$ cat config.mk
export PLATFORM = sky130hd
export DESIGN_NAME = qslerp_sqrt_cell
export DESIGN_NICKNAME = d
export VERILOG_FILES = /design/src/qslerp_pkg.sv /design/src/qslerp_sqrt_cell.sv
export SDC_FILE = /design/constraint.sdc
export NUM_CORES = 1
export LEC_CHECK = 0
export ABC_AREA = 1
export BUFFER_PORTS_ARGS = -buffer_cell sky130_fd_sc_hd__buf_2
export CORE_MARGIN = 2
export CORE_UTILIZATION = 61
export DETAILED_ROUTE_END_ITERATION = 10
export GPL_TIMING_DRIVEN = 0
export HOLD_SLACK_MARGIN = 0.02
export PLACE_DENSITY = 0.84
export SYNTH_ARGS = -nofsm -noshare
export SYNTH_HDL_FRONTEND = slang
export SYNTH_SLANG_ARGS = --single-unit
$ cat constraint.sdc
create_clock -name clk -period 10 [get_ports clk]
set_input_delay 1.5 -clock clk [delete_from_list [all_inputs] [get_ports clk]]
set_output_delay 1.5 -clock clk [all_outputs]
set_load 0.05 [all_outputs]
$ cat src/qslerp_pkg.sv
// Shared constants, cell payload types and the arctangent table for the slerp unit.
package qslerp_pkg;

    localparam int CORDIC_STEPS = 16;
    localparam int SQRT_STEPS   = 31;
    localparam int DIV_STEPS    = 31;

    localparam logic [14:0]        THR_RESET = 15'd16368;
    localparam logic [16:0]        T_ONE     = 17'd65536;
    localparam logic [30:0]        ONE_Q30   = 31'h4000_0000;
    localparam logic signed [34:0] GAIN_INV  = 35'sd652032874;

    typedef struct packed {
        logic signed [34:0] x;
        logic signed [34:0] y;
        logic signed [32:0] z;
    } cordic_t;

    typedef struct packed {
        logic [60:0] rem;
        logic [30:0] root;
    } sqrt_t;

    typedef struct packed {
        logic [63:0] rem;
        logic [30:0] q;
        logic [30:0] den;
        logic        neg;
        logic        ovf;
    } div_t;

    typedef struct packed {
        logic [3:0][16:0] a;
        logic [3:0][15:0] b;
        logic [16:0]      t;
        logic             lin;
        logic [30:0]      c;
        logic [30:0]      s;
    } side_t;

    function automatic logic [29:0] atan_q30(input logic [4:0] idx);
        logic [29:0] v;
        case (idx)
            5'd0:    v = 30'd843314857;
            5'd1:    v = 30'd497837829;
            5'd2:    v = 30'd263043837;
            5'd3:    v = 30'd133525159;
            5'd4:    v = 30'd67021687;
            5'd5:    v = 30'd33543516;
            5'd6:    v = 30'd16775851;
            5'd7:    v = 30'd8388437;
            5'd8:    v = 30'd4194283;
            5'd9:    v = 30'd2097149;
            5'd10:   v = 30'd1048576;
            5'd11:   v = 30'd524288;
            5'd12:   v = 30'd262144;
            5'd13:   v = 30'd131072;
            5'd14:   v = 30'd65536;
            5'd15:   v = 30'd32768;
            5'd16:   v = 30'd16384;
            5'd17:   v = 30'd8192;
            5'd18:   v = 30'd4096;
            5'd19:   v = 30'd2048;
            5'd20:   v = 30'd1024;
            5'd21:   v = 30'd512;
            5'd22:   v = 30'd256;
            5'd23:   v = 30'd128;
            5'd24:   v = 30'd64;
            5'd25:   v = 30'd32;
            5'd26:   v = 30'd16;
            5'd27:   v = 30'd8;
            5'd28:   v = 30'd4;
            5'd29:   v = 30'd2;
            5'd30:   v = 30'd1;
            default: v = 30'd0;
        endcase
        return v;
    endfunction

endpackage

$ cat src/qslerp_sqrt_cell.sv
// One result bit of the pipelined integer square root.
module qslerp_sqrt_cell (
    input  logic                clk,
    input  logic                en,
    input  logic [4:0]          step,
    input  qslerp_pkg::sqrt_t   d_in,
    output qslerp_pkg::sqrt_t   d_out
);

    qslerp_pkg::sqrt_t d_reg;
    qslerp_pkg::sqrt_t d_next;
    logic [63:0]       trial;
    logic [63:0]       rem_ext;
    logic [5:0]        sh_hi;
    logic [5:0]        sh_lo;

    always_comb
    begin
        sh_hi   = {1'b0, step} + 6'd1;
        sh_lo   = {step, 1'b0};
        rem_ext = {3'd0, d_in.rem};
        trial   = ({33'd0, d_in.root} << sh_hi) + (64'd1 << sh_lo);
        d_next  = d_in;
        if (rem_ext >= trial)
        begin
            d_next.rem  = 61'(rem_ext - trial);
            d_next.root = d_in.root | (31'd1 << step);
        end
    end

    always_ff @(posedge clk)
    begin
        if (en)
        begin
            d_reg <= d_next;
        end
    end

    assign d_out = d_reg;

endmodule

==> results.ini <==
[timing]
hold_viol = 0
min_period_ps = 9790
period_share_pct = 97.9
rsz0062_at_grt = false
maxSlewViolCount = 0
fin_setup_tns_ps = 0
setup_viol = 0
worstMarginPinSlew_ps = 1200
max_freq_mhz = 102
max_slew_margin_pct = 19.2

[worst_setup_path]
critical_path_arrival_ps = 10040
end_kind = flop
cp.required_ps = 10250
max_stage_delay_ps = 440
critPathKind = input pin to flop
cp_max_fo = 19
slowest_stage = buf_2
cp-startpoint = step[0]
crit_top_cell = nand2_1
cp-start-kind = input pin
cp-endpoint = d_out[71]$_DFFE_PP_

[synthesis]
synth_top_family_by_area = simple AND/OR/NAND/NOR gates
synth_top_cell_by_area = edfxtp_1
synth_nets = 2599
avgSynthCellArea_sq_um = 6.11
synth_edf_count = 92
async_flop_share_pct = 0
synthFlopType = edfxtp_1
ys_seq_area_share_pct = 18.8
synth_fa_ha_area_share_pct = 8.67
synthTopCellsByCount = nand2_1, inv_1, nor2_1
yosys.area.top_type_share_pct = 18.8
synth_xor_area_share_pct = 6.09
synthMuxAreaShare_pct = 0.614
synthSimpleGateAreaFrac_pct = 40.8
synth_compound_area_share_pct = 13.5
ys_types = 54
synth.area.top_cells = edfxtp_1, nand2_1, ha_1
yosysWarnings = 0
synth.most_common_cell = nand2_1
synth_area_sq_um = 14700
netlist_instances = 2399
ys_ff_latch = 92

[cells_and_area]
layout.nets = 2798
nFillCells = 2198
diodes = 0
fin_util_pct = 69.6
largest_reg_flops = 92
area_delta_synth_final_pct = 11.7
drive_above_1_share_pct = 13.2

[power]
pwr_density_cell_nw_per_um2 = 146
vdd_ir_drop_max_uv = 104
p_leak_nw = 7.97

[global_routing]
grt_pass1_wl_um = 89400
grt_max_degree = 53
track_usage_pct = 44.4
grt_pass1_vias = 16700
antenna_found_initial = 1
grt_overflow = 0

[floorplan]
start_util_pct = 62.3
dieArea_sq_um = 25300
core_sq_um = 23500
die_y_um = 159
rows = 56
die_x_um = 159
io_pins = 191

[routing]
drc = 0
post_drt_wl_per_cell_um = 19.9
drt-vias-per-instance = 6.21
antenna_left = 0
dr.pass1.iters = 7
drt_iter0_drc = 2437
drt-total-wl_um = 58100
via_count = 18200

[status]
status = finished, final reports clean

[cts]
path_clk_slew_ps = 80
clockBufferDepth = 2
cts_hold_buf = 0
clkSinkCount = 92
htree_levels = 3
cts-root-buf = clkbuf_16
cts-buffers-inserted = 9
cts_tree = yes

[min_path]
min_delay_path_depth = 3
hp-class = input pin to flop

[place]
dp_hpwl_um = 48400
gp_congestion = 1.11
portBuffers = 189

[flow_run]
max-cap-violations = 0

## layout by cell type (no fill, tap or decap), types with 12 or more instances in the layout
cell / n
a21o_1: 14
a21oi_1: 120
a31oi_1: 21
buf_2: 222
buf_4: 19
buf_6: 14
clkbuf_1: 13
edfxtp_1: 92
ha_1: 100
inv_1: 280
inv_2: 19
nand2_1: 686
nand3_1: 204
nand3_2: 13
nand4_1: 129
nor2_1: 232
nor2_2: 18
nor3_1: 33
nor4_1: 12
o21ai_0: 108
o21ai_1: 18
o21bai_1: 21
xnor2_1: 23
xor2_1: 79
## through the flow
step           hold slack (ps)  worst slack, ps  std cells  power (mW)  cell area, sq um
2_1_floorplan             1610             2550       2399        1.57             14700
3_3_place_gp              1780             -449       2907        1.91             16000
3_5_place_dp              1790             -620       2908        1.94             16000
4_1_cts                   1410              178       2924        2.33             16400
5_1_grt                   1410             6.98       2922        2.51             16400
6_report                  1410              213       2922        2.39             16400
## layout make-up
cell class                 instances  area, sq um  share of cell area, %
multi-input combinational       1915        10200                   62.5
sequential                        92         2760                   16.9
inverter                         305         1150                   7.00
timing repair buffer             190          976                   5.96
buffer                            85          536                   3.27
tap                              319          399                   2.44
clock buffer                      10          229                   1.40
clock inverter                     6         95.1                  0.580
## report_power, final
group	internal (mW)	switching [mW]
Combinational	0.418	1.04
Clock	0.223	0.182
Sequential	0.516	0.0146
Total	1.16	1.23
## critical path, delay by kind of cell
kind | cells | cell delay [ps]
and+or+nand+nor | 22 | 3480
buffers and inverters | 14 | 2450
adders and majority gates | 3 | 1000
AOI/OAI and AO/OA | 5 | 1140
muxes | 1 | 240
xor gates and xnor gates | 1 | 190
## timing repair
action / 4_1_cts / 5_1_grt
resized for setup: 3 / 6
buffers inserted: 0 / 0
hold endpoints to repair: 0 / 0
endpoints found under the setup margin: 92 / 92
pin swaps: 0 / 0
## worst min path at each step
| stage | end | slack [ps] | from |
|---|---|---|---|
| floorplan | d_out[0]$_DFFE_PP_ | 1610 | en |
| CTS | d_out[35]$_DFFE_PP_ | 1410 | d_in[35] |
| finish | d_out[86]$_DFFE_PP_ | 1410 | d_in[86] |
| global placement | d_out[89]$_DFFE_PP_ | 1780 | d_in[89] |
| detailed placement | d_out[81]$_DFFE_PP_ | 1790 | d_in[81] |
| global route | d_out[75]$_DFFE_PP_ | 1410 | d_in[75] |
## routing by layer
metal  GRT usage [%]  routed length, um  vias up
met2            68.5              24300     1308
met3            11.3               7550      233
li1                -                  -     8448
met4            26.0               4030        2
met5               0                 15        -
met1            56.5              22200     8162
## cell families after synthesis
kind of cell	after synthesis
and+or+nand+nor	1356
buffers and inverters	392
AOI/OAI and AO/OA	347
xor gates and xnor gates	102
adders and majority gates	101
DFF	92
muxes	9
(Power assumes the default switching activity.)
