`config.mk`:
```
export PLATFORM = sky130hd
export DESIGN_NAME = qslerp_div_cell
export DESIGN_NICKNAME = d
export VERILOG_FILES = /design/src/qslerp_pkg.sv /design/src/qslerp_div_cell.sv
export SDC_FILE = /design/constraint.sdc
export NUM_CORES = 1
export LEC_CHECK = 0
export BUFFER_PORTS_ARGS = -buffer_cell sky130_fd_sc_hd__buf_2
export CORE_MARGIN = 1.5
export CORE_UTILIZATION = 45
export CTS_CLUSTER_DIAMETER = 30
export DETAILED_ROUTE_END_ITERATION = 10
export GPL_TIMING_DRIVEN = 0
export PLACE_DENSITY = 0.71
export SYNTH_ARGS = -nofsm -noshare
export SYNTH_HDL_FRONTEND = slang
export SYNTH_SLANG_ARGS = --single-unit
```
`constraint.sdc`:
```
create_clock -name clk -period 4.84 [get_ports clk]
set_clock_uncertainty 0.05 [all_clocks]
set_input_delay 0.484 -clock clk [delete_from_list [all_inputs] [get_ports clk]]
set_output_delay 0.484 -clock clk [all_outputs]
set_load 0.02 [all_outputs]
```
`src/qslerp_pkg.sv`:
```
// Shared constants, cell payload types and the arctangent table for the slerp unit.
package qslerp_pkg;

    localparam int CORDIC_STEPS = 16;
    localparam int SQRT_STEPS   = 31;
    localparam int DIV_STEPS    = 31;

    localparam logic [14:0]        THR_RESET = 15'd16368;
    localparam logic [16:0]        T_ONE     = 17'd65536;
    localparam logic [30:0]        ONE_Q30   = 31'h4000_0000;
    localparam logic signed [34:0] GAIN_INV  = 35'sd652032874;

    typedef struct packed {
        logic signed [34:0] x;
        logic signed [34:0] y;
        logic signed [32:0] z;
    } cordic_t;

    typedef struct packed {
        logic [60:0] rem;
        logic [30:0] root;
    } sqrt_t;

    typedef struct packed {
        logic [63:0] rem;
        logic [30:0] q;
        logic [30:0] den;
        logic        neg;
        logic        ovf;
    } div_t;

    typedef struct packed {
        logic [3:0][16:0] a;
        logic [3:0][15:0] b;
        logic [16:0]      t;
        logic             lin;
        logic [30:0]      c;
        logic [30:0]      s;
    } side_t;

    function automatic logic [29:0] atan_q30(input logic [4:0] idx);
        logic [29:0] v;
        case (idx)
            5'd0:    v = 30'd843314857;
            5'd1:    v = 30'd497837829;
            5'd2:    v = 30'd263043837;
            5'd3:    v = 30'd133525159;
            5'd4:    v = 30'd67021687;
            5'd5:    v = 30'd33543516;
            5'd6:    v = 30'd16775851;
            5'd7:    v = 30'd8388437;
            5'd8:    v = 30'd4194283;
            5'd9:    v = 30'd2097149;
            5'd10:   v = 30'd1048576;
            5'd11:   v = 30'd524288;
            5'd12:   v = 30'd262144;
            5'd13:   v = 30'd131072;
            5'd14:   v = 30'd65536;
            5'd15:   v = 30'd32768;
            5'd16:   v = 30'd16384;
            5'd17:   v = 30'd8192;
            5'd18:   v = 30'd4096;
            5'd19:   v = 30'd2048;
            5'd20:   v = 30'd1024;
            5'd21:   v = 30'd512;
            5'd22:   v = 30'd256;
            5'd23:   v = 30'd128;
            5'd24:   v = 30'd64;
            5'd25:   v = 30'd32;
            5'd26:   v = 30'd16;
            5'd27:   v = 30'd8;
            5'd28:   v = 30'd4;
            5'd29:   v = 30'd2;
            5'd30:   v = 30'd1;
            default: v = 30'd0;
        endcase
        return v;
    endfunction

endpackage

```
`src/qslerp_div_cell.sv`:
```
// One quotient bit of the pipelined restoring divider.
module qslerp_div_cell (
    input  logic              clk,
    input  logic              en,
    input  logic [4:0]        step,
    input  qslerp_pkg::div_t  d_in,
    output qslerp_pkg::div_t  d_out
);

    qslerp_pkg::div_t d_reg;
    qslerp_pkg::div_t d_next;
    logic [63:0]      sub;

    always_comb
    begin
        sub    = {33'd0, d_in.den} << step;
        d_next = d_in;
        if (d_in.rem >= sub)
        begin
            d_next.rem = d_in.rem - sub;
            d_next.q   = d_in.q | (31'd1 << step);
        end
    end

    always_ff @(posedge clk)
    begin
        if (en)
        begin
            d_reg <= d_next;
        end
    end

    assign d_out = d_reg;

endmodule

```
==> metrics.txt <==
# TYPE chip_impl_metric gauge
chip_impl_info{name="status",value="complete, no violations"} 1
chip_impl_metric{name="floorplan.core_area",unit="mm2"} 0.0236
chip_impl_metric{name="worst_ir_drop_vdd",unit="mV"} 0.244
chip_impl_metric{name="drt-total-wl",unit="um"} 37000
chip_impl_metric{name="dp_hpwl",unit="um"} 29300
chip_impl_metric{name="crit_required",unit="ns"} 5.04
chip_impl_info{name="setup.worst_path.end_class",value="flop"} 1
chip_impl_metric{name="synth_xor_xnor_area_share",unit=""} 0.0377
chip_impl_info{name="timing.critical_path.from_type",value="input pin"} 1
chip_impl_metric{name="detail_route.drc_violations",unit=""} 0
chip_impl_metric{name="final_cells",unit=""} 1838
chip_impl_info{name="dominantRegCellSynth",value="edfxtp_1"} 1
chip_impl_metric{name="post-place-cells",unit=""} 1806
chip_impl_info{name="path_cells",value="clkbuf_4 -> buf_12 -> buf_6 -> nor2_1 -> a21oi_1 -> mux2i_1 -> o21ai_0 -> nand2b_1 -> ha_1 -> nand2_1 -> or4_1 -> a311o_1 -> a21oi_2 -> nor3_2 -> o211ai_2 -> a21oi_4 -> buf_6 -> buf_6 -> a311o_1 -> mux2i_1"} 1
chip_impl_metric{name="max_freq",unit="MHz"} 210
chip_impl_metric{name="placement_rows",unit=""} 56
chip_impl_metric{name="multiInputGateArea",unit="mm2"} 0.00690
chip_impl_info{name="root_buffer",value="clkbuf_16"} 1
chip_impl_metric{name="synth_simple_gate_area_share",unit=""} 0.175
chip_impl_metric{name="flip_flop_and_latch_area",unit="mm2"} 0.00384
chip_impl_metric{name="timing.final.setup_violations",unit=""} 0
chip_impl_metric{name="grt_first_pass_wirelength",unit="um"} 56600
chip_impl_info{name="rsz0062_at_grt",value="yes"} 1
chip_impl_metric{name="cts_sinks",unit=""} 128
chip_impl_metric{name="gr-total-overflow",unit=""} 0
chip_impl_metric{name="vias_in_the_first_global_route",unit=""} 10200
chip_impl_metric{name="pwr_per_cell_area",unit="mW/mm2"} 337
chip_impl_metric{name="initial_antenna_violation_count",unit=""} 1
chip_impl_metric{name="synth-seq-cells",unit=""} 128
chip_impl_metric{name="vias",unit=""} 10700
chip_impl_info{name="holdCritStartpoint",value="d_in[0]"} 1
chip_impl_metric{name="post_cts_hold_buffer_count",unit=""} 0
chip_impl_metric{name="worst-path-max-fanout",unit=""} 10
chip_impl_metric{name="clkTransAtPathRegs",unit="ns"} 0.07
chip_impl_metric{name="synth.avg_cell_area",unit="um2"} 8.88
chip_impl_metric{name="synth_async_sr_flop_share",unit=""} 0
chip_impl_info{name="hold_path_class",value="input pin to flop"} 1
chip_impl_metric{name="critical_path_arrival",unit="ns"} 4.96
chip_impl_metric{name="cap_violations",unit=""} 0
chip_impl_info{name="path_common_cell",value="buf_6"} 1
chip_impl_metric{name="dieWidth",unit="um"} 159
chip_impl_metric{name="min_tclk_post_route",unit="ns"} 4.76
chip_impl_metric{name="finish.utilization",unit=""} 0.576
chip_impl_metric{name="relSlewSlack",unit=""} 0.350
chip_impl_metric{name="floorplan.io_pins",unit=""} 263
chip_impl_metric{name="cts-htree-levels",unit=""} 4
chip_impl_metric{name="drt-initial-drc-count",unit=""} 824
chip_impl_info{name="main_combinational_cell_family_by_area_after_synthesis",value="compound AO/OA/AOI/OAI gates"} 1
chip_impl_metric{name="largest_register_ff_count",unit=""} 128
chip_impl_metric{name="gp_routability_congestion",unit=""} 0.961
chip_impl_metric{name="dieHeight",unit="um"} 159
chip_impl_metric{name="cts_buffer_count",unit=""} 17
chip_impl_info{name="crit_slowest_cell",value="or4_1"} 1
chip_impl_metric{name="syn_inst",unit=""} 1228
chip_impl_metric{name="synth.area.mux_share",unit=""} 0.0918
chip_impl_metric{name="drt-vias-per-instance",unit=""} 5.85
chip_impl_info{name="holdPathEnd",value="d_out[0]"} 1
chip_impl_metric{name="post_synth_instance_area",unit="mm2"} 0.0109
chip_impl_metric{name="hold_viol",unit=""} 0
chip_impl_metric{name="fin_total_pwr",unit="mW"} 4.58
chip_impl_metric{name="layout.filler_cells",unit=""} 2150
chip_impl_metric{name="worstMarginPinSlew",unit="ns"} 0.965
chip_impl_metric{name="grt_start_max_net_pins",unit=""} 77
chip_impl_info{name="tritoncts",value="built"} 1
chip_impl_metric{name="final_layout_size_suffix_gt1_frac",unit=""} 0.280
chip_impl_metric{name="drt_pass1_iterations",unit=""} 6
chip_impl_metric{name="port-buffer-count",unit=""} 258
chip_impl_metric{name="post_synth_num_cell_types",unit=""} 69
chip_impl_metric{name="syn-num-nets",unit=""} 1426
chip_impl_info{name="worst-setup-path-type",value="input pin to flop"} 1
chip_impl_metric{name="cpPeakStageDelay",unit="ns"} 0.53
chip_impl_metric{name="die_area",unit="mm2"} 0.0252
chip_impl_metric{name="area_growth_syn_to_layout",unit="%"} 24.6
chip_impl_metric{name="worst_hold_path.num_cells",unit=""} 1
chip_impl_metric{name="synth_edf_count",unit=""} 128
chip_impl_metric{name="initial_utilization",unit=""} 0.462
chip_impl_metric{name="synthAdderAreaFrac",unit=""} 0.0729
chip_impl_metric{name="cellLeakagePower",unit="nW"} 5.60
chip_impl_metric{name="worst_hold_margin",unit="ns"} 0.175
chip_impl_metric{name="gr-usage-all-layers",unit=""} 0.288
chip_impl_metric{name="nNetsFinal",unit=""} 1703
chip_impl_metric{name="cts.path.max_buffers",unit=""} 2
chip_impl_metric{name="synth_compound_gate_area_share",unit=""} 0.232
chip_impl_metric{name="count_of_final_max_slew_check_failures",unit=""} 0
chip_impl_metric{name="synth_sequential_area_ratio",unit=""} 0.352
chip_impl_metric{name="wire_per_inst",unit="um"} 20.1
chip_impl_metric{name="ys.warnings.count",unit=""} 0
chip_impl_metric{name="ant_nets",unit=""} 0
chip_impl_metric{name="period_utilization",unit=""} 0.983
layer usage:
metal | vias to the layer above | part of all wire | global-route usage
met3 | 52 | 0.071 | 0.0509
met4 | 0 | 0.021 | 0.0823
met5 | - | 0 | 0
li1 | 5142 | - | -
met2 | 435 | 0.47 | 0.477
met1 | 5115 | 0.44 | 0.384
cell usage after synthesis (12+ instances only):
master | n | area, um2
a211oi_1 | 13 | 97.6
a21o_1 | 53 | 398
a21oi_1 | 97 | 485
and3_1 | 12 | 75.1
clkbuf_1 | 53 | 199
edfxtp_1 | 128 | 3840
ha_1 | 62 | 776
inv_1 | 25 | 93.8
mux2_2 | 14 | 158
mux2i_1 | 37 | 370
mux4_2 | 21 | 473
nand2_1 | 201 | 754
nand2b_1 | 21 | 131
nand3_1 | 21 | 105
nand4_1 | 21 | 131
nor2_1 | 70 | 263
nor3_1 | 29 | 145
o21a_1 | 18 | 135
o21ai_0 | 110 | 551
o21bai_1 | 30 | 225
o31ai_1 | 15 | 113
xnor2_1 | 27 | 236
xor2_1 | 20 | 175
worst max-delay path by stage:
stage                       to  startpoint  cells past startpoint  slack [ns]
finish              d_out[127]     step[0]                     20        0.08
floorplan           d_out[121]     step[0]                     20        0.02
detailed placement  d_out[108]     step[1]                     22       -1.76
CTS                 d_out[123]     step[1]                     19       0.009
global placement    d_out[108]     step[1]                     22       -1.74
global route        d_out[102]     step[0]                     21       -0.02
through the flow:
step / instance area (um2) / setup WS [ns] / setup TNS [ns]
final: 13600 / 0.0845 / 0
after detailed placement: 12600 / -1.76 / -122.92
after global placement: 12600 / -1.74 / -123.40
after CTS: 13400 / 0.00872 / 0
after global routing: 13600 / -0.0160 / -0.0562
after floorplan: 10900 / 0.0168 / 0
cells in the final DEF, fill, tap and decap left out, types with 13 or more instances in the layout:
master and instances:
edfxtp_1 128, nand2b_1 21, mux4_2 21, inv_1 25
clkbuf_1 32, mux2i_1 30, xor2_1 20, o21a_1 18
o21bai_1 30, nand3_1 21, mux2_2 14, xnor2_1 27
ha_1 59, a211oi_1 13, a21oi_1 87, clkbuf_16 17
o31ai_1 14, nand2_1 201, nor3_1 22, buf_2 265
nand4_1 21, a21o_1 53, o21ai_0 99, nor2_1 68
where the power goes:
group          switching (mW)  leakage [nW]  internal [mW]
sequential             0.0310          1.25           1.43
clock                   0.593         0.285          0.734
combinational            1.14          4.06          0.659
cells by family after synthesis:
family / count (synthesis)
DFF: 128
muxes: 72
buffers and inverters: 101
xor gates and xnor gates: 47
adders and majority gates: 63
AOI/OAI and AO/OA: 396
and+or+nand+nor: 421
critical path, delay by kind of cell:
kind,cells,cell delay [ns]
AOI/OAI and AO/OA,7,1.91
adders and majority gates,1,0.43
buffers and inverters,5,0.81
muxes,2,0.35
and+or+nand+nor,5,0.95
what timing repair did:
| item | CTS | global route |
|---|---|---|
| hold endpoints to repair | 0 | 0 |
| endpoints found under the setup margin | 95 | 95 |
| setup buffers | 3 | 4 |
| pin swaps | 3 | 5 |
| gates resized for setup | 38 | 72 |
area by class of cell:
cell class,instances,area share
clock inverter,15,0.0120
sequential,128,0.283
antenna,1,0.000184
timing repair buffer,266,0.101
clock buffer,17,0.0313
inverter,28,0.00810
buffer,65,0.0272
tap,319,0.0294
multi-input combinational,999,0.508
No activity file was read; power rests on OpenSTA's default activity.
