**config.mk**
```make
export PLATFORM = sky130hd
export DESIGN_NAME = qslerp_cordic_cell
export DESIGN_NICKNAME = d
export VERILOG_FILES = /design/src/qslerp_pkg.sv /design/src/qslerp_cordic_cell.sv
export SDC_FILE = /design/constraint.sdc
export NUM_CORES = 1
export LEC_CHECK = 0
export ABC_AREA = 0
export ABC_CLOCK_PERIOD_IN_PS = 11200
export BUFFER_PORTS_ARGS = -buffer_cell sky130_fd_sc_hd__buf_2
export CORE_UTILIZATION = 35
export CTS_CLUSTER_DIAMETER = 80
export CTS_CLUSTER_SIZE = 20
export DETAILED_ROUTE_END_ITERATION = 10
export PLACE_DENSITY = 0.59
export SLEW_MARGIN = 20
export SYNTH_ARGS = -nofsm -noshare
export SYNTH_HDL_FRONTEND = slang
export SYNTH_SLANG_ARGS = --single-unit
export TNS_END_PERCENT = 10
```
**constraint.sdc**
```tcl
create_clock -name clk -period 11.2 [get_ports clk]
set_input_delay 1.12 -clock clk [delete_from_list [all_inputs] [get_ports clk]]
set_output_delay 1.12 -clock clk [all_outputs]
set_load 0.05 [all_outputs]
```
**src/qslerp_pkg.sv**
```systemverilog
// Shared constants, cell payload types and the arctangent table for the slerp unit.
package qslerp_pkg;

    localparam int CORDIC_STEPS = 16;
    localparam int SQRT_STEPS   = 31;
    localparam int DIV_STEPS    = 31;

    localparam logic [14:0]        THR_RESET = 15'd16368;
    localparam logic [16:0]        T_ONE     = 17'd65536;
    localparam logic [30:0]        ONE_Q30   = 31'h4000_0000;
    localparam logic signed [34:0] GAIN_INV  = 35'sd652032874;

    typedef struct packed {
        logic signed [34:0] x;
        logic signed [34:0] y;
        logic signed [32:0] z;
    } cordic_t;

    typedef struct packed {
        logic [60:0] rem;
        logic [30:0] root;
    } sqrt_t;

    typedef struct packed {
        logic [63:0] rem;
        logic [30:0] q;
        logic [30:0] den;
        logic        neg;
        logic        ovf;
    } div_t;

    typedef struct packed {
        logic [3:0][16:0] a;
        logic [3:0][15:0] b;
        logic [16:0]      t;
        logic             lin;
        logic [30:0]      c;
        logic [30:0]      s;
    } side_t;

    function automatic logic [29:0] atan_q30(input logic [4:0] idx);
        logic [29:0] v;
        case (idx)
            5'd0:    v = 30'd843314857;
            5'd1:    v = 30'd497837829;
            5'd2:    v = 30'd263043837;
            5'd3:    v = 30'd133525159;
            5'd4:    v = 30'd67021687;
            5'd5:    v = 30'd33543516;
            5'd6:    v = 30'd16775851;
            5'd7:    v = 30'd8388437;
            5'd8:    v = 30'd4194283;
            5'd9:    v = 30'd2097149;
            5'd10:   v = 30'd1048576;
            5'd11:   v = 30'd524288;
            5'd12:   v = 30'd262144;
            5'd13:   v = 30'd131072;
            5'd14:   v = 30'd65536;
            5'd15:   v = 30'd32768;
            5'd16:   v = 30'd16384;
            5'd17:   v = 30'd8192;
            5'd18:   v = 30'd4096;
            5'd19:   v = 30'd2048;
            5'd20:   v = 30'd1024;
            5'd21:   v = 30'd512;
            5'd22:   v = 30'd256;
            5'd23:   v = 30'd128;
            5'd24:   v = 30'd64;
            5'd25:   v = 30'd32;
            5'd26:   v = 30'd16;
            5'd27:   v = 30'd8;
            5'd28:   v = 30'd4;
            5'd29:   v = 30'd2;
            5'd30:   v = 30'd1;
            default: v = 30'd0;
        endcase
        return v;
    endfunction

endpackage

```
**src/qslerp_cordic_cell.sv**
```systemverilog
// One micro-rotation of a CORDIC chain, vectoring or rotation mode.
module qslerp_cordic_cell (
    input  logic                clk,
    input  logic                en,
    input  logic                vec,
    input  logic [4:0]          step,
    input  logic [29:0]         angle,
    input  qslerp_pkg::cordic_t d_in,
    output qslerp_pkg::cordic_t d_out
);

    qslerp_pkg::cordic_t d_reg;
    qslerp_pkg::cordic_t d_next;
    logic signed [34:0]  dx;
    logic signed [34:0]  dy;
    logic signed [32:0]  at;
    logic                up;

    always_comb
    begin
        dx = $signed(d_in.y) >>> step;
        dy = $signed(d_in.x) >>> step;
        at = $signed({3'd0, angle});
        up = vec ? !($signed(d_in.y) > 35'sd0) : ($signed(d_in.z) >= 33'sd0);
        if (up)
        begin
            d_next.x = $signed(d_in.x) - dx;
            d_next.y = $signed(d_in.y) + dy;
            d_next.z = $signed(d_in.z) - at;
        end
        else
        begin
            d_next.x = $signed(d_in.x) + dx;
            d_next.y = $signed(d_in.y) - dy;
            d_next.z = $signed(d_in.z) + at;
        end
    end

    always_ff @(posedge clk)
    begin
        if (en)
        begin
            d_reg <= d_next;
        end
    end

    assign d_out = d_reg;

endmodule

```
==> summary.md, run 1 <==
| Metric | Value |
|---|---|
| Run status | `finished clean` |
| Crit path depth | `22` |
| Leak Pwr | `6.92 nW` |
| Top-count cell post-synth | `nor2_1` |
| Maxcap violations | `0` |
| Clk sinks | `103` |
| Top sig layer | `met5` |
| Gr usage total | `0.255` |
| Number of flops mapped to enable cells by yosys | `103` |
| Vias in the first global route | `13905` |
| Final Power | `2.60 mW` |
| Die ar. | `44000 um^2` |
| Wire length after detailed routing | `56300 um` |
| Register area share after synthesis | `0.205` |
| Synthesized net count | `1867` |
| Die Wd | `210 um` |
| Slew HR | `0.283` |
| Row count | `75` |
| Area delta synth->final | `12.8%` |
| Grt total ovfl | `0` |
| Hpwl dp | `43900 um` |
| Starting Density | `0.357` |
| Hold buffers post-CTS | `0` |
| Crit share post-route | `0.760` |
| Non-Filler Instances | `2355` |
| Synthesis Warnings | `0` |
| Synth top cells by count | `nor2_1 (143), a21oi_1 (122), nand2_1 (116), xnor2_1 (116), ha_1 (104)` |
| Clock Tree Root | `clkbuf_16` |
| Antenna Cells | `0` |
| Final setup fails | `0` |
| Max IR drop VDD | `82.8 uV` |
| Total core area | `42200 um^2` |
| Synthesized cell area | `15100 um^2` |
| CTS Buf Count | `9` |
| Initial antenna violation count | `4` |
| Critical-path top delay cell | `a2111oi_0` |
| Setup TNS | `0 ns` |
| Synthesized area per cell | `9.32 um^2` |
| Number of cells on the worst hold path | `2` |
| Io pins | `244` |
| Met3 WL | `4540 um` |
| # port buffers | `243` |
| Gp weighted congestion | `0.954` |
| Iteration-0 DRC Markers | `1642` |
| Final Max Slew Viols | `0` |
| Post-DRT Antenna Nets | `0` |
| Synth cell types | `89` |
| Routed vias | `14544` |
| Yosys reg bits | `103` |
| Pre-CTS setup slack | `2.20 ns` |
| Reg clk slew, reported paths | `0.07 ns` |
| First drt pass iteration count | `5` |
| Synth top area share | `0.205` |
| CP Capture Type | `flip-flop` |
| Placed insts | `2339` |
| Period minus WS final | `8.51 ns` |
| Layout Nets | `2059` |
| Metal-1 WL | `23500 um` |
| Critical Path Source Type | `input pin` |
| Largest net degree at the start of global routing | `75` |
| Routed len/inst | `23.9 um` |
| DRC Markers | `0` |
| Post-synth ARST share | `0` |
| Yosys top cell by area | `edfxtp_1` |
| Critical path arrival | `8.64 ns` |
| Layout cells sized above 1 | `0.238` |
| Worst EP required | `11.33 ns` |
| Flip-flop count of the largest register after layout | `103` |
| CP peak stage delay | `0.69 ns` |
| CP Cell Sequence | `buf_6 > mux4_2 > mux2i_1 > mux2i_1 > mux2i_1 > ha_1 > nand2_1 > a2111oi_0 > and3_1 > nand2_1 > o41ai_1 > xor2_1 > ha_1 > and4_1 > a221o_1 > a2111o_1 > nand3_1 > or3b_2 > and4_1 > a2111oi_0 > a21oi_1 > xnor2_1` |
| Wire length on met2 | `26400 um` |
| Worst path most repeated cell | `mux2i_1` |
| CP Class | `in2reg` |
| Final hold violations | `0` |
| Htree depth | `3` |
| Buf+Inv Stages, Crit Path | `1` |
| Clk buf depth | `2` |
| Core Util, Final | `0.403` |
| Maximum achievable frequency | `118 MHz` |
| Min-Delay Path Class | `in2reg` |
| Die Ht | `210 um` |
| Least-Margin Pin Slew | `1.08 ns` |
| RSZ-0062 raised after global routing | `no` |
| Pwr dens | `153 nW/um^2` |
| Resize count post-CTS | `0` |
| CP delay by family, top | `compound AO/OA/AOI/OAI gates` |
| Vias per cell | `6.18` |
| Final worst setup slack | `2.69 ns` |
| Post-CTS Setup Inserts | `0` |
| Cells after Synth | `1619` |
| Top cells by area, synth | `edfxtp_1 (20%), mux4_2 (15%), ha_1 (8.6%), xnor2_1 (6.7%), a21oi_1 (4.0%)` |
| First-pass GRT wire length | `85300 um` |
| Crit Path Max Fanout | `74` |
| CTS tree | `done` |
| Primary FF master, synth | `edfxtp_1` |
worst paths after layout:
kind / startpoint / to / slack, ns
worst max-delay path: step[1] / d_out[67]$_DFFE_PP_ / 2.69
worst min-delay path: d_in[1] / d_out[1]$_DFFE_PP_ / 1.12
kinds of logic after synthesis:
| kind of cell | synth area share |
|---|---|
| compound gates | 0.209 |
| simple gates | 0.147 |
| mux | 0.206 |
| xor+xnor | 0.104 |
| buf+inv | 0.0388 |
| fa+ha+maj | 0.0902 |
| flops | 0.205 |
per-layer routing:
layer,GRT usage,vias up
li1,-,6646
met1,0.330,7107
met4,0.0891,4
met5,0,-
met3,0.0504,108
met2,0.422,679
layout make-up:
cell class / count / area [um^2]
Clock inverter: 5 / 57.6
Sequential cell: 103 / 3090
Timing Repair Buffer: 258 / 1340
Multi-Input combinational cell: 1389 / 11400
Inverter: 50 / 188
Clock buffer: 11 / 233
Fill cell: 4256 / 25200
Tap cell: 539 / 674
metrics by stage:
stage          hold slack, ns  cell area (um^2)
4_1_cts                  1.08             17000
2_1_floorplan            1.23             15100
5_1_grt                  1.11             17000
3_3_place_gp             1.50             16700
3_5_place_dp             1.50             16700
6_report                 1.12             17000
placed cells by master, fill, tap and decap left out, drive strengths merged, types with 22 or more instances in the layout:
master / count
buf: 258
nor2: 144
a21oi: 122
nand2: 116
xnor2: 116
ha: 104
edfxtp: 103
mux4: 100
o21ai: 78
xor2: 63
mux2i: 56
inv: 51
a21o: 50
a31oi: 27
nand3: 26
mux2: 26
nor3: 25
nand2b: 22
o31ai: 22
where the power goes:
part	internal [mW]	switching (mW)	leakage (nW)
Sequential	0.591	0.0288	1.01
Clock	0.173	0.150	0.134
Combinational	0.551	1.11	5.77
Note: power is estimated with default switching activity, not from simulation.
==> run 2, diff against run 1 <==
--- a/config.mk
+++ b/config.mk
@@ -5,14 +5,14 @@
 export SDC_FILE = /design/constraint.sdc
 export NUM_CORES = 1
 export LEC_CHECK = 0
-export ABC_AREA = 0
-export ABC_CLOCK_PERIOD_IN_PS = 11200
+export ABC_AREA = 1
+export ABC_CLOCK_PERIOD_IN_PS = 7060
 export BUFFER_PORTS_ARGS = -buffer_cell sky130_fd_sc_hd__buf_2
 export CORE_UTILIZATION = 35
 export CTS_CLUSTER_DIAMETER = 80
 export CTS_CLUSTER_SIZE = 20
 export DETAILED_ROUTE_END_ITERATION = 10
-export PLACE_DENSITY = 0.59
+export PLACE_DENSITY = 0.61
 export SLEW_MARGIN = 20
 export SYNTH_ARGS = -nofsm -noshare
 export SYNTH_HDL_FRONTEND = slang
==> constraint.sdc (replaced) <==
create_clock -name clk -period 7.06 [get_ports clk]
set_input_delay 0.706 -clock clk [delete_from_list [all_inputs] [get_ports clk]]
set_output_delay 0.706 -clock clk [all_outputs]
set_load 0.05 [all_outputs]
==> run 2 against run 1 <==
  * Power grew 56%
  * Count of clock-buffer cells in the layout fell by 2
  * Global-route usage is essentially flat
  * Synthesized cell count rose by 56%
  * Critical path depth up 8
  * Utilization is 0.10 points lower
  * First-iteration DRC count is 23% higher
  * Non-clock buffer count up 2
  * Sequential cell count is the same
  * Critical path type unchanged
  * Largest cell class unchanged
==> summary.md, run 2 <==
| Metric | Value |
|---|---|
| Htree depth | `3 (unchanged)` |
| Initial antenna violation count | `0 (-4)` |
| DRC Markers | `0 (unchanged)` |
| Post-CTS Setup Inserts | `0 (unchanged)` |
| Worst path most repeated cell | `nand2_1` |
| Area after DPL | `17200 um^2 (+2.6%)` |
| Least-Margin Pin Slew | `1.08 ns (-0.000104 ns)` |
| Crit path to | `d_out[67]$_DFFE_PP_` |
| Crit path depth | `30 (+36%)` |
| CTS tree | `done` |
| Critical-path top delay cell | `inv_2` |
| Cell area after layout | `17400 um^2 (+2.4%)` |
| Setup TNS | `0 ns (unchanged)` |
| CP Capture Type | `flip-flop` |
| Reg clk slew, reported paths | `0.07 ns (about the same)` |
| Final Max Slew Viols | `0 (unchanged)` |
| Hold buffers post-CTS | `0 (unchanged)` |
| Number of flops mapped to enable cells by yosys | `103 (unchanged)` |
| Routed vias | `17876 (+23%)` |
| Synthesized area per cell | `6.14 um^2 (-34%)` |
| Synth top area share | `0.200 (-0.00512)` |
| Synth top cells by count | `nand2_1 (768), nand3_1 (488), nor2_1 (201), inv_1 (200), a21oi_1 (127)` |
| Post-DRT Antenna Nets | `0 (unchanged)` |
| Clk buf depth | `2 (unchanged)` |
| Final Power | `4.06 mW (+56%)` |
| CP peak stage delay | `0.55 ns (-0.14 ns)` |
| CP delay by family, top | `simple AND/OR/NAND/NOR gates` |
| Synthesized cell area | `15500 um^2 (+2.6%)` |
| Most common cell after layout, fill and taps aside | `nand2_1` |
| Post-synth ARST share | `0 (unchanged)` |
| Hpwl dp | `47900 um (+9.1%)` |
| Critical Path Source Type | `input pin` |
| Flip-flop count of the largest register after layout | `103 (unchanged)` |
| Area delta synth->final | `12.6%` |
| Min-Delay Path Class | `in2reg` |
| Hold slack | `0.650 ns (-0.466 ns)` |
| Critical path arrival | `5.59 ns (-3.05 ns)` |
| Crit Path Max Fanout | `40 (-46%)` |
| Register area share after synthesis | `0.200 (-0.00512)` |
| Gp weighted congestion | `1.02 (+6.8%)` |
| Run status | `finished clean` |
| Filler Cells Inserted | `4752 (+12%)` |
| Synthesis Warnings | `0 (unchanged)` |
| Die Wd | `212 um (+1.3%)` |
| Die ar. | `45100 um^2 (+2.5%)` |
| CP Class | `in2reg` |
| Antenna Cells | `0 (unchanged)` |
| Clk sinks | `103 (unchanged)` |
| Gr usage total | `0.255 (+0.000358)` |
| Largest net degree at the start of global routing | `73 (-2.7%)` |
| Grt total ovfl | `0 (unchanged)` |
| Vias in the first global route | `16563 (+19%)` |
| Maximum achievable frequency | `184 MHz` |
| Final hold violations | `0 (unchanged)` |
| Synth cell types | `43 (-52%)` |
| Synthesized net count | `2771 (+48%)` |
| First drt pass iteration count | `7 (+2)` |
| Worst EP required | `7.22 ns (-4.11 ns)` |
| RSZ-0062 raised after global routing | `no` |
| Yosys reg bits | `103 (unchanged)` |
| Slew HR | `0.280 (-0.00265)` |
| Max IR drop VDD | `123 uV (+49%)` |
| Period minus WS final | `5.43 ns` |
| Routed len/inst | `17.8 um (-26%)` |
| Setup crit start | `step[1]` |
| Starting Density | `0.357 (-0.000428)` |
| Maxcap violations | `0 (unchanged)` |
| Io pins | `244 (unchanged)` |
| Layout Nets | `2955 (+44%)` |
| Clock Tree Root | `clkbuf_16` |
| First-pass GRT wire length | `89100 um (+4.4%)` |
| CTS Buf Count | `9 (unchanged)` |
| Iteration-0 DRC Markers | `2013 (+23%)` |
| Yosys top cell by area | `edfxtp_1` |
| # port buffers | `243 (unchanged)` |
| Cells after Synth | `2523 (+56%)` |
| Die Ht | `212 um (+1.3%)` |
| Crit share post-route | `0.769` |
| Top-count cell post-synth | `nand2_1` |
| Primary FF master, synth | `edfxtp_1` |
| Wire length after detailed routing | `58600 um (+4.0%)` |
| Vias per cell | `5.42 (-12%)` |
| Core Util, Final | `0.402 (-0.00105)` |
| Row count | `76 (+1.3%)` |
| Layout cells sized above 1 | `0.119 (-0.119)` |
| Leak Pwr | `8.61 nW (+24%)` |
| Total core area | `43400 um^2 (+2.7%)` |
| Top cells by area, synth | `edfxtp_1 (20%), nand2_1 (19%), nand3_1 (16%), ha_1 (8.4%), xor2_1 (6.6%)` |
| Pwr dens | `233 nW/um^2 (+53%)` |
| Resize count post-CTS | `0 (unchanged)` |
| Most frequent cells in the layout | `nand2_1 (768), nand3_1 (488), buf_2 (242)` |
| Buf+Inv Stages, Crit Path | `6 (+5)` |
| Final setup fails | `0 (unchanged)` |
-- run 2: cell types whose count changed after synthesis, moves of 36 or more --
cell and delta:
nor2_1 +58, mux2i_1 -56, mux4_2 -98, nand2_1 +652, xor2_1 +54, nand3_1 +462
a21o_1 -36, xnor2_1 -67, inv_1 +151
-- run 2: cells by family (layout without fill, tap and decap cells) --
logic type	after synthesis	count (layout)	synth area share
compound gates	293	293	0.105
xor+xnor	166	166	0.0939
flops	103	103	0.200
fa+ha+maj	107	107	0.0879
simple gates	1556	1556	0.435
buf+inv	298	487	0.0786
-- run 2: worst min path at each step --
stage	startpoint	to	slack (ns)	depth (start not counted)
2_1_floorplan	en	d_out[0]$_DFFE_PP_	0.82	0
3_3_place_gp	d_in[33]	d_out[33]$_DFFE_PP_	1.04	2
3_5_place_dp	d_in[33]	d_out[33]$_DFFE_PP_	1.05	2
4_1_cts	d_in[33]	d_out[33]$_DFFE_PP_	0.63	2
5_1_grt	d_in[33]	d_out[33]$_DFFE_PP_	0.64	2
6_report	d_in[33]	d_out[33]$_DFFE_PP_	0.65	2
-- run 2: power breakdown --
part | switching [mW] | leakage, nW | internal (mW)
registers | 0.0446 | 1.01 | 0.928
logic | 1.87 | 7.47 | 0.716
clock network | 0.265 | 0.136 | 0.240
total | 2.18 | 8.61 | 1.88
-- run 2: cell type report --
cell class              instances  area, um^2  share of cell area
multi-input cells            2122       11200               0.641
flip-flops and latches        103        3090               0.177
repair buffers                260        1360              0.0779
inverters                     211         795              0.0456
well taps                     585         732              0.0420
clock buffers                   9         225              0.0129
clock inverters                 7        48.8             0.00280
-- run 2: per-stage QoR --
step / worst slack [ns] / instances
after CTS: 1.85 / 3297
after detailed placement: 1.44 / 3281
after global placement: 1.44 / 3281
after floorplan: 2.71 / 2523
after global routing: 1.25 / 3297
final: 1.63 / 3297
-- run 2: per-layer routing --
metal / wire length [um] / track usage
met1: 26700 / 0.345
met2: 26600 / 0.416
met3: 3430 / 0.0270
met4: 1870 / 0.0972
met5: 0 / 0
==> run 3, diff against run 2 <==
--- a/config.mk
+++ b/config.mk
@@ -6,7 +6,7 @@
 export NUM_CORES = 1
 export LEC_CHECK = 0
 export ABC_AREA = 1
-export ABC_CLOCK_PERIOD_IN_PS = 7060
+export ABC_CLOCK_PERIOD_IN_PS = 4600
 export BUFFER_PORTS_ARGS = -buffer_cell sky130_fd_sc_hd__buf_2
 export CORE_UTILIZATION = 35
 export CTS_CLUSTER_DIAMETER = 80
==> constraint.sdc (replaced) <==
create_clock -name clk -period 4.6 [get_ports clk]
set_input_delay 0.46 -clock clk [delete_from_list [all_inputs] [get_ports clk]]
set_output_delay 0.46 -clock clk [all_outputs]
set_load 0.05 [all_outputs]
==> run 3 against run 2 <==
  * Largest power group unchanged
  * Routed wire length grew 6.6%
  * Sequential power grew 53%
  * Critical endpoint is now d_out[66]$_DFFE_PP_
  * Final cell count grew 9.8%
  * Count of clock-buffer cells in the layout is the same
  * Sequential share of layout area shrank 2.5 points
  * Clock power grew 85%
  * Sequential cell count is the same
  * Die area is the same
  * Worst hold slack lost 0.23 ns
  * Via count grew 6.6%
==> summary.md, run 3 (synthesized netlist as in run 2, its figures left out) <==
| Metric | Value |
|---|---|
| Layout cells sized above 1 | `0.223 (+0.104)` |
| Crit share post-route | `0.933` |
| Filler Cells Inserted | `4643 (-2.3%)` |
| Final setup fails | `0 (unchanged)` |
| Largest net degree at the start of global routing | `67 (-8.2%)` |
| Die Ht | `212 um (unchanged)` |
| Wire length after detailed routing | `62400 um (+6.6%)` |
| Sequential standard cell area | `3090 um^2 (unchanged)` |
| Io pins | `244 (unchanged)` |
| Die Wd | `212 um (unchanged)` |
| Met3 GRT Util | `0.0352 (+0.00812)` |
| Clk sinks | `103 (unchanged)` |
| Reg clk slew, reported paths | `0.08 ns (about the same)` |
| Period minus WS final | `4.29 ns` |
| Critical path arrival | `4.44 ns (-1.15 ns)` |
| CP peak stage delay | `0.41 ns (-0.14 ns)` |
| Routed vias | `19048 (+6.6%)` |
| CP delay by family, top | `simple AND/OR/NAND/NOR gates` |
| Hpwl dp | `51900 um (+8.5%)` |
| Maxcap violations | `0 (unchanged)` |
| Run status | `finished clean` |
| Max IR drop VDD | `221 uV (+80%)` |
| Post-CTS Setup Inserts | `0 (unchanged)` |
| Min-Delay Path Class | `in2reg` |
| Iteration-0 DRC Markers | `1685 (-16%)` |
| # port buffers | `243 (unchanged)` |
| Most common cell after layout, fill and taps aside | `nand2_1` |
| Routed len/inst | `17.2 um (-2.9%)` |
| Number of cells on the worst hold path | `2 (unchanged)` |
| Antenna Cells | `0 (unchanged)` |
| Final worst setup slack | `0.306 ns (-1.32 ns)` |
| Total core area | `43400 um^2 (unchanged)` |
| Final hold violations | `0 (unchanged)` |
| Pre-CTS setup slack | `-0.630 ns (-2.07 ns)` |
| RSZ-0062 raised after global routing | `no` |
| Gr usage total | `0.275 (+0.0194)` |
| Critical-path top delay cell | `nor4_4` |
| Maximum achievable frequency | `233 MHz` |
| Pwr dens | `352 nW/um^2 (+51%)` |
| Initial antenna violation count | `0 (unchanged)` |
| Row count | `76 (unchanged)` |
| First drt pass iteration count | `6 (-1)` |
| Most frequent cells in the layout | `nand2_1 (768), nand3_1 (485), buf_4 (331)` |
| Clk buf depth | `2 (unchanged)` |
| Die ar. | `45100 um^2 (unchanged)` |
| Post-DRT Antenna Nets | `0 (unchanged)` |
| Crit Path Max Fanout | `8 (-80%)` |
| Worst Hold Path EP | `d_out[33]$_DFFE_PP_` |
| CP Capture Type | `flip-flop` |
| Starting Density | `0.357 (unchanged)` |
| CP Class | `in2reg` |
| Layout Nets | `3278 (+11%)` |
| Vias in the first global route | `18039 (+8.9%)` |
| Met1 usage | `0.373 (+0.0281)` |
| Leak Pwr | `10.3 nW (+19%)` |
| Hold_sp | `d_in[33]` |
| Worst path most repeated cell | `nand2_1` |
| Flip-flop count of the largest register after layout | `103 (unchanged)` |
| Area after DPL | `19700 um^2 (+15%)` |
| CTS tree | `done` |
| Htree depth | `3 (unchanged)` |
| Grt total ovfl | `0 (unchanged)` |
| Buf+Inv Stages, Crit Path | `6 (unchanged)` |
| CTS Buf Count | `9 (unchanged)` |
| Clock Tree Root | `clkbuf_16` |
| Cell area after layout | `20300 um^2 (+16%)` |
| DRC Markers | `0 (unchanged)` |
| Vias per cell | `5.26 (-3.0%)` |
| Final Max Slew Viols | `0 (unchanged)` |
| Least-Margin Pin Slew | `0.741 ns (-0.335 ns)` |
| Multi-input logic area | `11400 um^2 (+1.7%)` |
| Slew HR | `0.503 (+0.222)` |
| Core Util, Final | `0.467 (+0.0650)` |
| Met2 Track Usage GR | `0.457 (+0.0407)` |
| Critical Path Source Type | `input pin` |
| First-pass GRT wire length | `96700 um (+8.6%)` |
| GRT busiest layer | `met2` |
| Gp weighted congestion | `0.970 (-4.7%)` |
| Worst EP required | `4.75 ns (-2.47 ns)` |
| Area delta synth->final | `30.8%` |
-- run 3: timing repair --
item / CTS / global route
pin swaps: 0 / 6
gates resized for setup: 1 / 50
setup endpoints to repair: 1 / 35
hold buffers: 0 / 0
-- run 3: area by class of cell --
type	instances	area share
Clock buffer	9	0.0111
Clock inverter	7	0.00593
Inverter	211	0.0392
Multi-Input combinational cell	2122	0.562
Sequential cell	103	0.153
Tap cell	585	0.0361
Timing Repair Buffer	583	0.193
-- run 3: how the worst max path moves through the flow --
stage | from | endpoint | cells after the start
after CTS | step[0] | d_out[66]$_DFFE_PP_ | 29
after floorplan | step[0] | d_out[93]$_DFFE_PP_ | 29
after detailed placement | step[0] | d_out[66]$_DFFE_PP_ | 29
after global placement | step[0] | d_out[66]$_DFFE_PP_ | 29
final | step[0] | d_out[66]$_DFFE_PP_ | 30
after global routing | step[0] | d_out[64]$_DFFE_PP_ | 33
-- run 3: power breakdown --
part	total, mW	switching [mW]	internal (mW)
clock	0.932	0.399	0.533
combinational	4.70	3.04	1.66
sequential	1.49	0.0662	1.42
-- run 3: metrics by stage --
stage,hold WS (ns),power [mW],setup TNS [ns],std cells
finish,0.421,7.13,0,3620
CTS,0.401,7.08,0,3620
global route,0.427,7.60,0,3620
detailed placement,0.825,6.11,-7.21,3604
floorplan,0.572,4.42,0,2523
global placement,0.822,6.09,-3.52,3604
-- run 3: per-layer routing --
layer,part of all wire,up-vias
li1,-,9488
met1,0.46,8831
met2,0.45,660
met3,0.062,69
met4,0.021,0
met5,0,-
